$ cat config.mk
export PLATFORM = sky130hd
export DESIGN_NAME = preemptive_tick_scheduler
export DESIGN_NICKNAME = d
export VERILOG_FILES = /design/src/rtl/pts_pkg.sv /design/src/rtl/pts_apb_regs.sv /design/src/rtl/preemptive_tick_scheduler.sv
export SDC_FILE = /design/constraint.sdc
export NUM_CORES = 1
export LEC_CHECK = 0
export ABC_AREA = 1
export BUFFER_PORTS_ARGS = -buffer_cell sky130_fd_sc_hd__buf_4
export CAP_MARGIN = 0
export CORE_ASPECT_RATIO = 2
export CORE_UTILIZATION = 35
export DETAILED_ROUTE_END_ITERATION = 6
export PLACE_DENSITY = 0.46
export SYNTH_ARGS = -nofsm -noshare
export SYNTH_HDL_FRONTEND = slang
export SYNTH_SLANG_ARGS = --single-unit
$ cat constraint.sdc
create_clock -name clk -period 12.1 [get_ports clk]
set_input_delay 0.605 -clock clk [delete_from_list [all_inputs] [get_ports clk]]
set_output_delay 0.605 -clock clk [all_outputs]
set_load 0.01 [all_outputs]
$ cat src/rtl/pts_pkg.sv
`default_nettype none

package pts_pkg;

    // Configuration port geometry
    localparam int CFG_ADDR_W = 3;
    localparam int CFG_DATA_W = 32;

    // Register indexes (paddr[2])
    localparam logic REG_POLICY_MODE = 1'b0;
    localparam logic REG_JOB_COUNT   = 1'b1;

    // Pick policies; the unused code behaves as priority
    localparam logic [1:0] MODE_PRIO = 2'd0;
    localparam logic [1:0] MODE_SRT  = 2'd1;
    localparam logic [1:0] MODE_LRT  = 2'd2;

    // Input item kinds
    localparam logic KIND_LOAD = 1'b0;
    localparam logic KIND_TICK = 1'b1;

    // Configuration seen by the scheduler core
    typedef struct packed {
        logic [1:0] policy_mode;
        logic [4:0] job_count;
    } pts_cfg_t;

endpackage

`default_nettype wire

$ cat src/rtl/pts_apb_regs.sv
`default_nettype none

module pts_apb_regs (
    input  wire logic                           clk,
    input  wire logic                           rst_n,
    input  wire logic                           psel,
    input  wire logic                           penable,
    input  wire logic                           pwrite,
    input  wire logic [pts_pkg::CFG_ADDR_W-1:0] paddr,
    input  wire logic [pts_pkg::CFG_DATA_W-1:0] pwdata,
    output logic      [pts_pkg::CFG_DATA_W-1:0] prdata,
    output logic                                pready,
    output pts_pkg::pts_cfg_t                   cfg
);
    import pts_pkg::*;

    logic [1:0] policy_mode_reg;
    logic [4:0] job_count_reg;
    logic       reg_idx;
    logic       wr_hit;

    assign reg_idx = paddr[2];
    assign wr_hit  = psel && penable && pwrite;
    assign pready  = 1'b1;

    // Write registers on the access phase
    always_ff @(posedge clk or negedge rst_n)
    begin
        if (!rst_n)
        begin
            policy_mode_reg <= MODE_PRIO;
            job_count_reg   <= 5'd16;
        end
        else if (wr_hit)
        begin
            case (reg_idx)
                REG_POLICY_MODE: policy_mode_reg <= pwdata[1:0];
                REG_JOB_COUNT:   job_count_reg   <= pwdata[4:0];
                default:         ;
            endcase
        end
    end

    // Return register contents on read
    always_comb
    begin
        case (reg_idx)
            REG_POLICY_MODE: prdata = {{(CFG_DATA_W-2){1'b0}}, policy_mode_reg};
            REG_JOB_COUNT:   prdata = {{(CFG_DATA_W-5){1'b0}}, job_count_reg};
            default:         prdata = '0;
        endcase
    end

    assign cfg.policy_mode = policy_mode_reg;
    assign cfg.job_count   = job_count_reg;

endmodule

`default_nettype wire

$ cat src/rtl/preemptive_tick_scheduler.sv
`default_nettype none

// Channel   Direction  Handshake            Beat
// in        in         in_valid/in_stall    kind, slot, job_id, arrival, burst, prio
// out       out        out_valid/out_stall  idle, running_job, running_slot, finished,
//                                           turnaround, waiting, all_done
// cfg       in         APB psel/penable     policy_mode (0x0), job_count (0x4)
//
// A load beat produces no result. A tick beat, N = min(job_count, MAX_JOBS): the compare
// unit sweeps the first N slots of the slot memory through its registered read port and
// compares each entry read, then passes through the update state and the result state,
// where the result is registered once no earlier result is unclaimed; the next beat is taken in the cycle after.
// Reset clears the slot valid bits, the tick counter and all control state at once.
// out_stall parks the core in its result cycle only while an earlier result is unclaimed.

module preemptive_tick_scheduler #(
    parameter int MAX_JOBS  = 16,
    parameter int TIME_BITS = 16
) (
    input  wire logic                           clk,
    input  wire logic                           rst_n,
    // input channel
    input  wire logic                           in_valid,
    output logic                                in_stall,
    input  wire logic                           kind,
    input  wire logic [3:0]                     slot,
    input  wire logic [7:0]                     job_id,
    input  wire logic [15:0]                    arrival,
    input  wire logic [15:0]                    burst,
    input  wire logic [7:0]                     prio,
    // output channel
    output logic                                out_valid,
    input  wire logic                           out_stall,
    output logic                                idle,
    output logic      [7:0]                     running_job,
    output logic      [3:0]                     running_slot,
    output logic                                finished,
    output logic      [15:0]                    turnaround,
    output logic      [15:0]                    waiting,
    output logic                                all_done,
    // configuration port
    input  wire logic                           psel,
    input  wire logic                           penable,
    input  wire logic                           pwrite,
    input  wire logic [pts_pkg::CFG_ADDR_W-1:0] paddr,
    input  wire logic [pts_pkg::CFG_DATA_W-1:0] pwdata,
    output logic      [pts_pkg::CFG_DATA_W-1:0] prdata,
    output logic                                pready
);
    import pts_pkg::*;

    localparam int SLOT_W = $clog2(MAX_JOBS);
    localparam int CNT_W  = $clog2(MAX_JOBS + 1);
    localparam logic [TIME_BITS-1:0] TICK_MAX = {TIME_BITS{1'b1}};

    localparam logic [1:0] S_IDLE  = 2'd0;
    localparam logic [1:0] S_SWEEP = 2'd1;
    localparam logic [1:0] S_UPD   = 2'd2;
    localparam logic [1:0] S_RES   = 2'd3;

    typedef struct packed {
        logic [7:0]           job_id;
        logic [7:0]           prio;
        logic [TIME_BITS-1:0] arrival;
        logic [TIME_BITS-1:0] burst;
        logic [TIME_BITS-1:0] remaining;
    } slot_entry_t;

    function automatic logic [15:0] sat16(input logic [TIME_BITS-1:0] v);
        return (32'(v) > 32'h0000_FFFF) ? 16'hFFFF : 16'(v);
    endfunction

    pts_cfg_t cfg;

    // Slot memory and its read port
    slot_entry_t mem [MAX_JOBS];
    slot_entry_t rd_data_reg;
    logic        rd_vld_reg;
    logic [SLOT_W-1:0] rd_addr;
    logic        mem_we;
    logic [SLOT_W-1:0] mem_wa;
    slot_entry_t mem_wd;

    // Control state
    logic [1:0]          state_reg, state_next;
    logic [MAX_JOBS-1:0] slot_valid_reg;
    logic [TIME_BITS-1:0] tick_reg;
    logic [CNT_W-1:0]    rd_idx_reg;
    logic                cmp_valid_reg;
    logic [SLOT_W-1:0]   cmp_idx_reg;
    logic                found_reg;
    logic [CNT_W-1:0]    live_cnt_reg;

    // Pick and result payload
    logic [TIME_BITS-1:0] best_key_reg;
    logic [SLOT_W-1:0]    pick_reg;
    slot_entry_t          best_entry_reg;
    logic [TIME_BITS-1:0] full_reg;
    logic                 fin_reg;
    logic                 all_done_reg;

    logic                 out_valid_reg;
    logic                 idle_reg;
    logic [7:0]           running_job_reg;
    logic [3:0]           running_slot_reg;
    logic                 finished_reg;
    logic [15:0]          turnaround_reg;
    logic [15:0]          waiting_reg;
    logic                 out_all_done_reg;

    // Combinational helpers
    logic                 in_accept;
    logic                 load_ok;
    logic [CNT_W-1:0]     n_act;
    logic                 sweep_issue;
    logic                 sweep_done;
    logic [TIME_BITS-1:0] eff_rem;
    logic [TIME_BITS-1:0] cand_key;
    logic                 cand_live;
    logic                 cand_elig;
    logic                 cand_better;
    logic [TIME_BITS-1:0] rem_dec;
    logic                 fin_now;
    logic [TIME_BITS-1:0] tick_inc;
    logic [TIME_BITS-1:0] full_now;
    logic [CNT_W-1:0]     live_left;
    logic                 res_load;
    logic [15:0]          wait_now;

    pts_apb_regs u_regs (
        .clk     (clk),
        .rst_n   (rst_n),
        .psel    (psel),
        .penable (penable),
        .pwrite  (pwrite),
        .paddr   (paddr),
        .pwdata  (pwdata),
        .prdata  (prdata),
        .pready  (pready),
        .cfg     (cfg)
    );

    // Handshake and counted slots
    assign in_stall  = (state_reg != S_IDLE);
    assign in_accept = in_valid && !in_stall;
    assign load_ok   = 32'(slot) < MAX_JOBS;
    assign n_act     = (32'(cfg.job_count) > MAX_JOBS) ? CNT_W'(MAX_JOBS)
                                                       : CNT_W'(cfg.job_count);

    // Sweep control: issue one read a cycle, compare the previous one
    assign sweep_issue = (rd_idx_reg < n_act);
    assign sweep_done  = !sweep_issue && !cmp_valid_reg;
    assign rd_addr     = rd_idx_reg[SLOT_W-1:0];

    // Candidate evaluation; a slot never loaded reads as finished
    assign eff_rem   = rd_vld_reg ? rd_data_reg.remaining : '0;
    assign cand_key  = (cfg.policy_mode == MODE_SRT || cfg.policy_mode == MODE_LRT)
                       ? eff_rem : TIME_BITS'(rd_data_reg.prio);
    assign cand_live = cmp_valid_reg && (eff_rem != '0);
    assign cand_elig = cand_live && (rd_data_reg.arrival <= tick_reg);
    assign cand_better = !found_reg ||
                         ((cfg.policy_mode == MODE_LRT) ? (cand_key > best_key_reg)
                                                        : (cand_key < best_key_reg));

    // Update-cycle arithmetic
    assign rem_dec   = best_entry_reg.remaining - 1'b1;
    assign fin_now   = found_reg && (rem_dec == '0);
    assign tick_inc  = (tick_reg == TICK_MAX) ? tick_reg : tick_reg + 1'b1;
    assign full_now  = (tick_inc >= best_entry_reg.arrival)
                       ? tick_inc - best_entry_reg.arrival : '0;
    assign live_left = live_cnt_reg - CNT_W'(fin_now);

    // Result-cycle arithmetic
    assign wait_now = (full_reg >= best_entry_reg.burst)
                      ? sat16(full_reg - best_entry_reg.burst) : 16'd0;
    assign res_load = (state_reg == S_RES) && (!out_valid_reg || !out_stall);

    // Memory write port: loads in idle, write-back after a pick
    always_comb
    begin
        mem_we = 1'b0;
        mem_wa = SLOT_W'(slot);
        mem_wd = '{job_id: job_id, prio: prio, arrival: TIME_BITS'(arrival),
                   burst: TIME_BITS'(burst), remaining: TIME_BITS'(burst)};
        case (state_reg)
            S_IDLE:
            begin
                mem_we = in_accept && (kind == KIND_LOAD) && load_ok;
            end
            S_UPD:
            begin
                mem_we           = found_reg;
                mem_wa           = pick_reg;
                mem_wd           = best_entry_reg;
                mem_wd.remaining = rem_dec;
            end
            default: ;
        endcase
    end

    always_ff @(posedge clk)
    begin
        if (mem_we)
        begin
            mem[mem_wa] <= mem_wd;
        end
        rd_data_reg <= mem[rd_addr];
        rd_vld_reg  <= slot_valid_reg[rd_addr];
    end

    // Next state
    always_comb
    begin
        state_next = state_reg;
        case (state_reg)
            S_IDLE:
            begin
                if (in_accept && kind == KIND_TICK)
                begin
                    state_next = S_SWEEP;
                end
            end
            S_SWEEP:
            begin
                if (sweep_done)
                begin
                    state_next = S_UPD;
                end
            end
            S_UPD:   state_next = S_RES;
            S_RES:
            begin
                if (res_load)
                begin
                    state_next = S_IDLE;
                end
            end
            default: state_next = S_IDLE;
        endcase
    end

    // Control registers
    always_ff @(posedge clk or negedge rst_n)
    begin
        if (!rst_n)
        begin
            state_reg      <= S_IDLE;
            slot_valid_reg <= '0;
            tick_reg       <= '0;
            rd_idx_reg     <= '0;
            cmp_valid_reg  <= 1'b0;
            found_reg      <= 1'b0;
            live_cnt_reg   <= '0;
            out_valid_reg  <= 1'b0;
        end
        else
        begin
            state_reg <= state_next;
            case (state_reg)
                S_IDLE:
                begin
                    rd_idx_reg    <= '0;
                    cmp_valid_reg <= 1'b0;
                    found_reg     <= 1'b0;
                    live_cnt_reg  <= '0;
                    if (in_accept && kind == KIND_LOAD && load_ok)
                    begin
                        slot_valid_reg[SLOT_W'(slot)] <= 1'b1;
                    end
                end
                S_SWEEP:
                begin
                    cmp_valid_reg <= sweep_issue;
                    if (sweep_issue)
                    begin
                        rd_idx_reg <= rd_idx_reg + 1'b1;
                    end
                    if (cand_live)
                    begin
                        live_cnt_reg <= live_cnt_reg + 1'b1;
                    end
                    if (cand_elig && cand_better)
                    begin
                        found_reg <= 1'b1;
                    end
                end
                S_UPD:
                begin
                    tick_reg <= tick_inc;
                end
                default: ;
            endcase
            // Hold the result beat until the far side takes it
            if (res_load)
            begin
                out_valid_reg <= 1'b1;
            end
            else if (!out_stall)
            begin
                out_valid_reg <= 1'b0;
            end
        end
    end

    // Tracking of the pick and the result payload
    always_ff @(posedge clk)
    begin
        if (state_reg == S_SWEEP)
        begin
            cmp_idx_reg <= rd_addr;
            if (cand_elig && cand_better)
            begin
                best_key_reg   <= cand_key;
                pick_reg       <= cmp_idx_reg;
                best_entry_reg <= rd_data_reg;
            end
        end
        if (state_reg == S_UPD)
        begin
            full_reg     <= full_now;
            fin_reg      <= fin_now;
            all_done_reg <= (live_left == '0);
        end
        if (res_load)
        begin
            idle_reg         <= !found_reg;
            running_job_reg  <= found_reg ? best_entry_reg.job_id : 8'd0;
            running_slot_reg <= found_reg ? 4'(pick_reg) : 4'd0;
            finished_reg     <= fin_reg;
            turnaround_reg   <= fin_reg ? sat16(full_reg) : 16'd0;
            waiting_reg      <= fin_reg ? wait_now : 16'd0;
            out_all_done_reg <= all_done_reg;
        end
    end

    assign out_valid    = out_valid_reg;
    assign idle         = idle_reg;
    assign running_job  = running_job_reg;
    assign running_slot = running_slot_reg;
    assign finished     = finished_reg;
    assign turnaround   = turnaround_reg;
    assign waiting      = waiting_reg;
    assign all_done     = out_all_done_reg;

    // An idle beat carries no job and no completion
    a_idle_clean: assert property (@(posedge clk) disable iff (!rst_n)
        out_valid |-> (!idle || (!finished && running_job == 8'd0 && turnaround == 16'd0)))
        else $error("idle beat carries job data");

    // Time never runs backwards
    a_tick_mono: assert property (@(posedge clk) disable iff (!rst_n)
        tick_reg >= $past(tick_reg))
        else $error("tick counter went backwards");

    // The sweep never reads past the counted slots
    a_sweep_bound: assert property (@(posedge clk) disable iff (!rst_n)
        (state_reg == S_SWEEP) |-> (rd_idx_reg <= n_act))
        else $error("sweep ran past the counted slots");

    // Time changes only in the update cycle, at most once per tick beat
    a_tick_step: assert property (@(posedge clk) disable iff (!rst_n)
        (state_reg != S_UPD) |=> $stable(tick_reg))
        else $error("tick changed outside the update cycle");

    // A write-back only follows a pick
    a_wb_pick: assert property (@(posedge clk) disable iff (!rst_n)
        (state_reg == S_UPD && mem_we) |-> (found_reg && best_entry_reg.remaining != '0))
        else $error("write-back without a live pick");

endmodule

`default_nettype wire
Word-level counts from Yosys, hierarchy flattened
Memory sizes are Yosys's and may differ from the RTL's. A register that Yosys moved wholly into a read port is not among the register bits.
Index checks and enable logic that the tools add are counted.
{"block": "classes", "bitwise": 3, "magnitude_cmp": 10, "add_sub_neg": 7, "mul": 0, "n_reduce_logical": 36, "n_shift": 0, "div": 0, "n_mux": 28, "n_eq_ne": 13}
{"cell": "two-way mux 64 bit", "count": 1}
{"cell": "one-hot mux 32 bit (2 select lines)", "count": 1}
{"cell": "two-way mux 16 bit", "count": 3}
{"cell": "greater-or-equal comparator 16 bit", "count": 2}
{"cell": "subtractor 16 bit", "count": 2}
{"cell": "one-hot mux 5 bit (2 select lines)", "count": 2}
{"cell": "adder 16 x 1 -> 16 bit, second input constant", "count": 1}
{"cell": "== test 16 bit, second input constant", "count": 1}
{"cell": "greater-than comparator 16 bit", "count": 1}
{"cell": "less-or-equal comparator 16 bit", "count": 1}
{"cell": "logical NOT 16 bit", "count": 1}
{"cell": "less-than comparator 16 bit", "count": 1}
{"cell": "bitwise OR 16 bit", "count": 1}
{"cell": "AND reduction 2 bit", "count": 8}
{"cell": "nonzero test 16 bit", "count": 1}
{"cell": "subtractor 16 x 1 -> 16 bit, second input constant", "count": 1}
{"cell": "two-way mux 5 bit", "count": 3}
{"cell": "logical AND 1 bit", "count": 12}
{"cell": "!= test 2 bit, second input constant", "count": 6}
{"cell": "adder 5 x 1 -> 5 bit, second input constant", "count": 2}
{"cell": "less-than comparator 4 x 5 -> 1 bit, second input constant", "count": 2}
{"cell": "two-way mux 1 bit", "count": 8}
{"cell": "one-hot mux 2 bit (4 select lines)", "count": 1}
{"cell": "== test 2 bit, second input constant", "count": 3}
{"cell": "18 further kinds", "count": 32}
{"block": "totals", "word_cells": 127, "latchBits": 0, "ramBits": 1024, "romBits": 0, "in_bits": 95, "output_inout_bits": 82, "regBits": 208, "memories": 1}
{"name": "mem", "words": 16, "word_bits": 64, "read_ports": 1, "rd_clocked_by_memory_dff": 1, "write_ports": 1, "line": "preemptive_tick_scheduler.sv:76", "text": "slot_entry_t mem [MAX_JOBS];"}

Depth between registers and ports, before layout
{"block": "logic_depth", "word_depth": 9, "depth_mapped": 20}

Cells and area by module
From an unflattened synthesis, not the netlist that was laid out.
{"block": "hier_totals", "cells_unflattened": 4212, "area_unflattened_um2": 52486.6}
{"mod": "preemptive_tick_scheduler", "n_inst": 1, "seq_area_each_um2": 37821.3, "area_per_inst_um2": 51917.3, "cells_each": 4135}
{"mod": "pts_apb_regs", "n_inst": 1, "seq_area_each_um2": 176.4, "area_per_inst_um2": 569.3, "cells_each": 77}

Worst setup path before layout
No wires, ideal clock.
{"block": "synth_path", "path_kind": "reg-to-reg", "startpoint": "reg state_reg[0]", "endpoint": "mem mem[0][0] (netlist name), enable pin", "required_time_ns": 11.613, "period_less_slack_ns": 5.187, "path_stages_with_launch": 8, "slack_ns": 6.913, "arrival_time_ns": 4.700, "path_cell_list": "dfrtp_1 inv_1 ha_1 clkinv_1 or2_2 o21ai_0 nand3_1 nor2_1"}
{"block": "synth_between", "elab_chain_cells": 7, "word_cells_on_any_way": 10, "cone_classes": "eq/ne (1); mux (4); reduce/logical (5)"}
{"item": "start, declared", "line": "preemptive_tick_scheduler.sv:85", "text": "logic [1:0] state_reg, state_next;"}
{"item": "start signal, assigned", "line": "preemptive_tick_scheduler.sv:258", "text": "state_reg <= state_next;"}
{"item": "nonzero test 2 bit", "line": "preemptive_tick_scheduler.sv:144", "text": "assign in_stall = (state_reg != S_IDLE);"}
{"item": "logical NOT 1 bit", "line": "preemptive_tick_scheduler.sv:145", "text": "assign in_accept = in_valid && !in_stall;"}
{"item": "logical AND 1 bit", "line": "preemptive_tick_scheduler.sv:145"}
{"item": "logical AND 1 bit", "line": "preemptive_tick_scheduler.sv:188", "text": "mem_we = in_accept && (kind == KIND_LOAD) && load_ok;"}
{"item": "one-hot mux 1 bit (2 select lines)", "line": "preemptive_tick_scheduler.sv:185", "text": "case (state_reg)"}
{"item": "two-way mux 1 bit", "line": "preemptive_tick_scheduler.sv:203", "text": "if (mem_we)"}
{"item": "two-way mux 1 bit (implied by the code)", "line": "preemptive_tick_scheduler.sv:205", "text": "mem[mem_wa] <= mem_wd;"}
{"item": "end, declared", "line": "preemptive_tick_scheduler.sv:76"}
Parallel ways exist; a longest one is shown, timed or not.

Worst setup path after layout
{"block": "layout_path", "startpoint": "reg state_reg[0]", "endpoint": "mem mem[11][23] (netlist name), enable pin"}
Same word-level chain as after synthesis.

==> impl_metrics.yaml <==
sta:
  fmax_mhz: 215
  slew_headroom: 0.261
  rsz0062_at_grt: "false"
  tns_ns: 0
  fin_hold_ws_ns: 0.113
  finalHoldViolCount: 0
  fin_skew_ns: 0.0267
  period_needed_ns: 4.66
  slew_violations: 0
  finalSetupViolCount: 0
  layout_setup_ws_ns: 7.44
  tightest_slew_ns: 1.10
  finalCritPeriodShare: 0.385
route:
  wl_per_cell_um: 24.5
  vias: 33100
  drc_errors: 0
  drtPass1Iterations: 5
  wirelength_um: 153000
  ant_nets: 0
  drt_iter0_drc: 2168
  drt-vias-per-instance: 5.29
power:
  switchingPower_mw: 4.35
  p_int_mw: 8.73
  p_per_area_mw_per_mm2: 220
  clkPwrFrac: 0.284
  swShare: 0.332
  power_frac_comb: 0.257
  seqPwrFrac: 0.460
  p_leak_nw: 20.8
  vdd_ir_drop_max_mv: 0.226
  p_total_mw: 13.1
clock_tree:
  cts-root-buf: "clkbuf_16"
  clk_pin_slew_ns: 0.06
  cts_setup_buffers: 0
  cts_tree: "done"
  ctsResizeCount: 0
  clock_latency_ns: 0.72
  clock_path_buffers: 3
  h-tree-depth: 3
  cts_buffers: 112
  cts.sinks: 1296
place:
  gp_congestion: 0.860
  placedCellCount: 6047
  dp_hpwl_um: 88100
  dp_slack_ns: 7.26
  portBuffers: 119
  placed_area_mm2: 0.0558
global_route:
  grt_use_met3: 0.0179
  gr-usage-all-layers: 0.200
  grt_antenna_before_repair: 2
  grt_max_degree: 230
  busiest_layer: "met2"
  met2_usage: 0.389
  grt_use_met1: 0.232
  grt_pass1_vias: 34000
  grt_pass1_wl_um: 225000
  overflow: 0
floorplanning:
  die_h_um: 551
  ioPinCount: 177
  num_rows: 201
  dieWidth_um: 277
  start_util: 0.352
  core_area_mm2: 0.150
  die_area_mm2: 0.152
cells_and_area:
  final_util: 0.397
  syn_to_final_growth_pct: 12.9
  multi_input_area_mm2: 0.0130
  largest_reg_flops: 1024
  stdcell_count: 6261
  design_area_mm2: 0.0596
  nets: 4410
  drive_above_1_share: 0.105
  fill_cells: 14200
  final-seq-area_mm2: 0.0380
logic_synthesis:
  synth-seq-cells: 1296
  netlist_top_cells_count: "edfxtp_1, nor2_1, o21ai_0, nand2_1, o221ai_1"
  synth.largest_area_cell: "edfxtp_1"
  synth-main-ff-cell: "edfxtp_1"
  synth_most_common_cell: "edfxtp_1"
  synth_area_mm2: 0.0528
  synthTopCellsByArea: "edfxtp_1, o21ai_0, nor2_1, o221ai_1, nand2_1"
  synth_cell_types: 60
  async_flop_share: 0.0417
  synth_edf_count: 1177
  synth_area_per_cell_um2: 12.7
  yosysWarnings: 0
  synthCells: 4156
  synth_top_area_share: 0.670
  ys_seq_area_frac: 0.720
critical_path:
  end_kind: "register"
  crit_required_ns: 12.43
  arrival_ns: 4.98
  path_max_fanout: 40
  crit_type: "register to register"
  critPathTopFamily: "buffers and inverters"
  crit_top_cell: "buf_4"
  r2r_slack_ns: 7.44
  crit_chain: "inv_1 -> ha_4 -> inv_4 -> buf_4 -> or2_2 -> o21ai_0 -> inv_1 -> nand3_1 -> nor2_4 -> buf_4 -> buf_4"
  critPathLaunchType: "register"
  critPathMaxStageDelay_ns: 0.74
  slowest_stage: "buf_4"
  critPathBufInv: 6
run:
  max-cap-violations: 0
hold_path:
  hp-class: "primary input to register"
outcome:
  status: "complete, no violations"
-- power groups by stage --
stage / Combinational [mW] / Clock (mW) / Sequential [mW]
final: 3.36 / 3.71 / 6.01
after global routing: 3.77 / 3.95 / 6.04
after CTS: 3.42 / 3.81 / 6.02
after detailed placement: 3.42 / 0 / 6.12
after global placement: 3.38 / 0 / 6.11
after floorplan: 2.20 / 0 / 6.00
-- layer usage --
| layer | part of all wire | wire (um) |
|---|---|---|
| met5 | 0 | 0 |
| met4 | 0.023 | 3510 |
| met3 | 0.031 | 4800 |
| met2 | 0.55 | 84300 |
| met1 | 0.40 | 60700 |
-- cells in the final DEF, fill, tap and decap left out, types with 4 or more instances in the layout --
master / netlist / routed
conb_1: 2 / 28
nor2_1: 602 / 586
clkinvlp_4: 0 / 5
nand2_1: 402 / 402
o21ai_2: 5 / 5
nand3_1: 140 / 140
o21ai_1: 76 / 88
o22ai_1: 50 / 50
o211ai_1: 48 / 48
o221ai_1: 208 / 208
inv_1: 195 / 193
dfxtp_1: 65 / 65
nor2_4: 2 / 18
a31oi_1: 4 / 4
dfrtp_1: 53 / 49
clkbuf_1: 129 / 31
inv_2: 7 / 6
dfrtp_4: 0 / 4
o21bai_1: 11 / 11
nand4_1: 10 / 10
ha_1: 79 / 78
buf_12: 0 / 4
nand3b_1: 4 / 4
xor2_1: 28 / 28
buf_4: 36 / 202
nor3_1: 16 / 16
clkinv_1: 2 / 9
or2_2: 8 / 8
nor2_2: 10 / 10
bufinv_16: 0 / 13
xnor2_1: 14 / 14
a21oi_1: 74 / 73
inv_6: 1 / 7
clkinv_2: 0 / 19
clkbuf_8: 0 / 11
edfxtp_1: 1177 / 1177
clkbuf_16: 0 / 113
o21ai_0: 555 / 543
-- path summary, 6_finish.rpt --
path	start	endpoint	cells past startpoint
max	state_reg[0]	mem[11][23]	11
min in group asynchronous	rst_n	u_regs.job_count_reg[3]	2
min	pwdata[3]	u_regs.job_count_reg[3]	2
min reg2reg	rd_data_reg[27]	best_entry_reg[27]	0
max in group asynchronous	rst_n	rd_idx_reg[1]	2
max reg2reg	state_reg[0]	mem[11][23]	11
-- final cells by class --
type | count | share of cell area
sequential | 1296 | 0.638
antenna | 2 | 0.0000840
tap | 1928 | 0.0405
inverter | 205 | 0.0135
clock inverter | 56 | 0.0113
clock buffer | 155 | 0.0520
multi-input combinational | 2412 | 0.217
timing repair buffer | 207 | 0.0270
-- logic make-up after synthesis --
logic type	after synthesis	share of synthesized area
xor+xnor	43	0.00728
simple gates	1211	0.0942
mux	2	0.000427
compound gates	1047	0.119
buf+inv	474	0.0391
flops	1296	0.720
other cells	2	0.000142
fa+ha+maj	81	0.0195
-- timing repair --
item                                   in CTS  in global routing
setup endpoints to repair                   0                  0
endpoints found under the hold margin      11                  0
hold buffers                                1                  0
(Power assumes the default switching activity.)
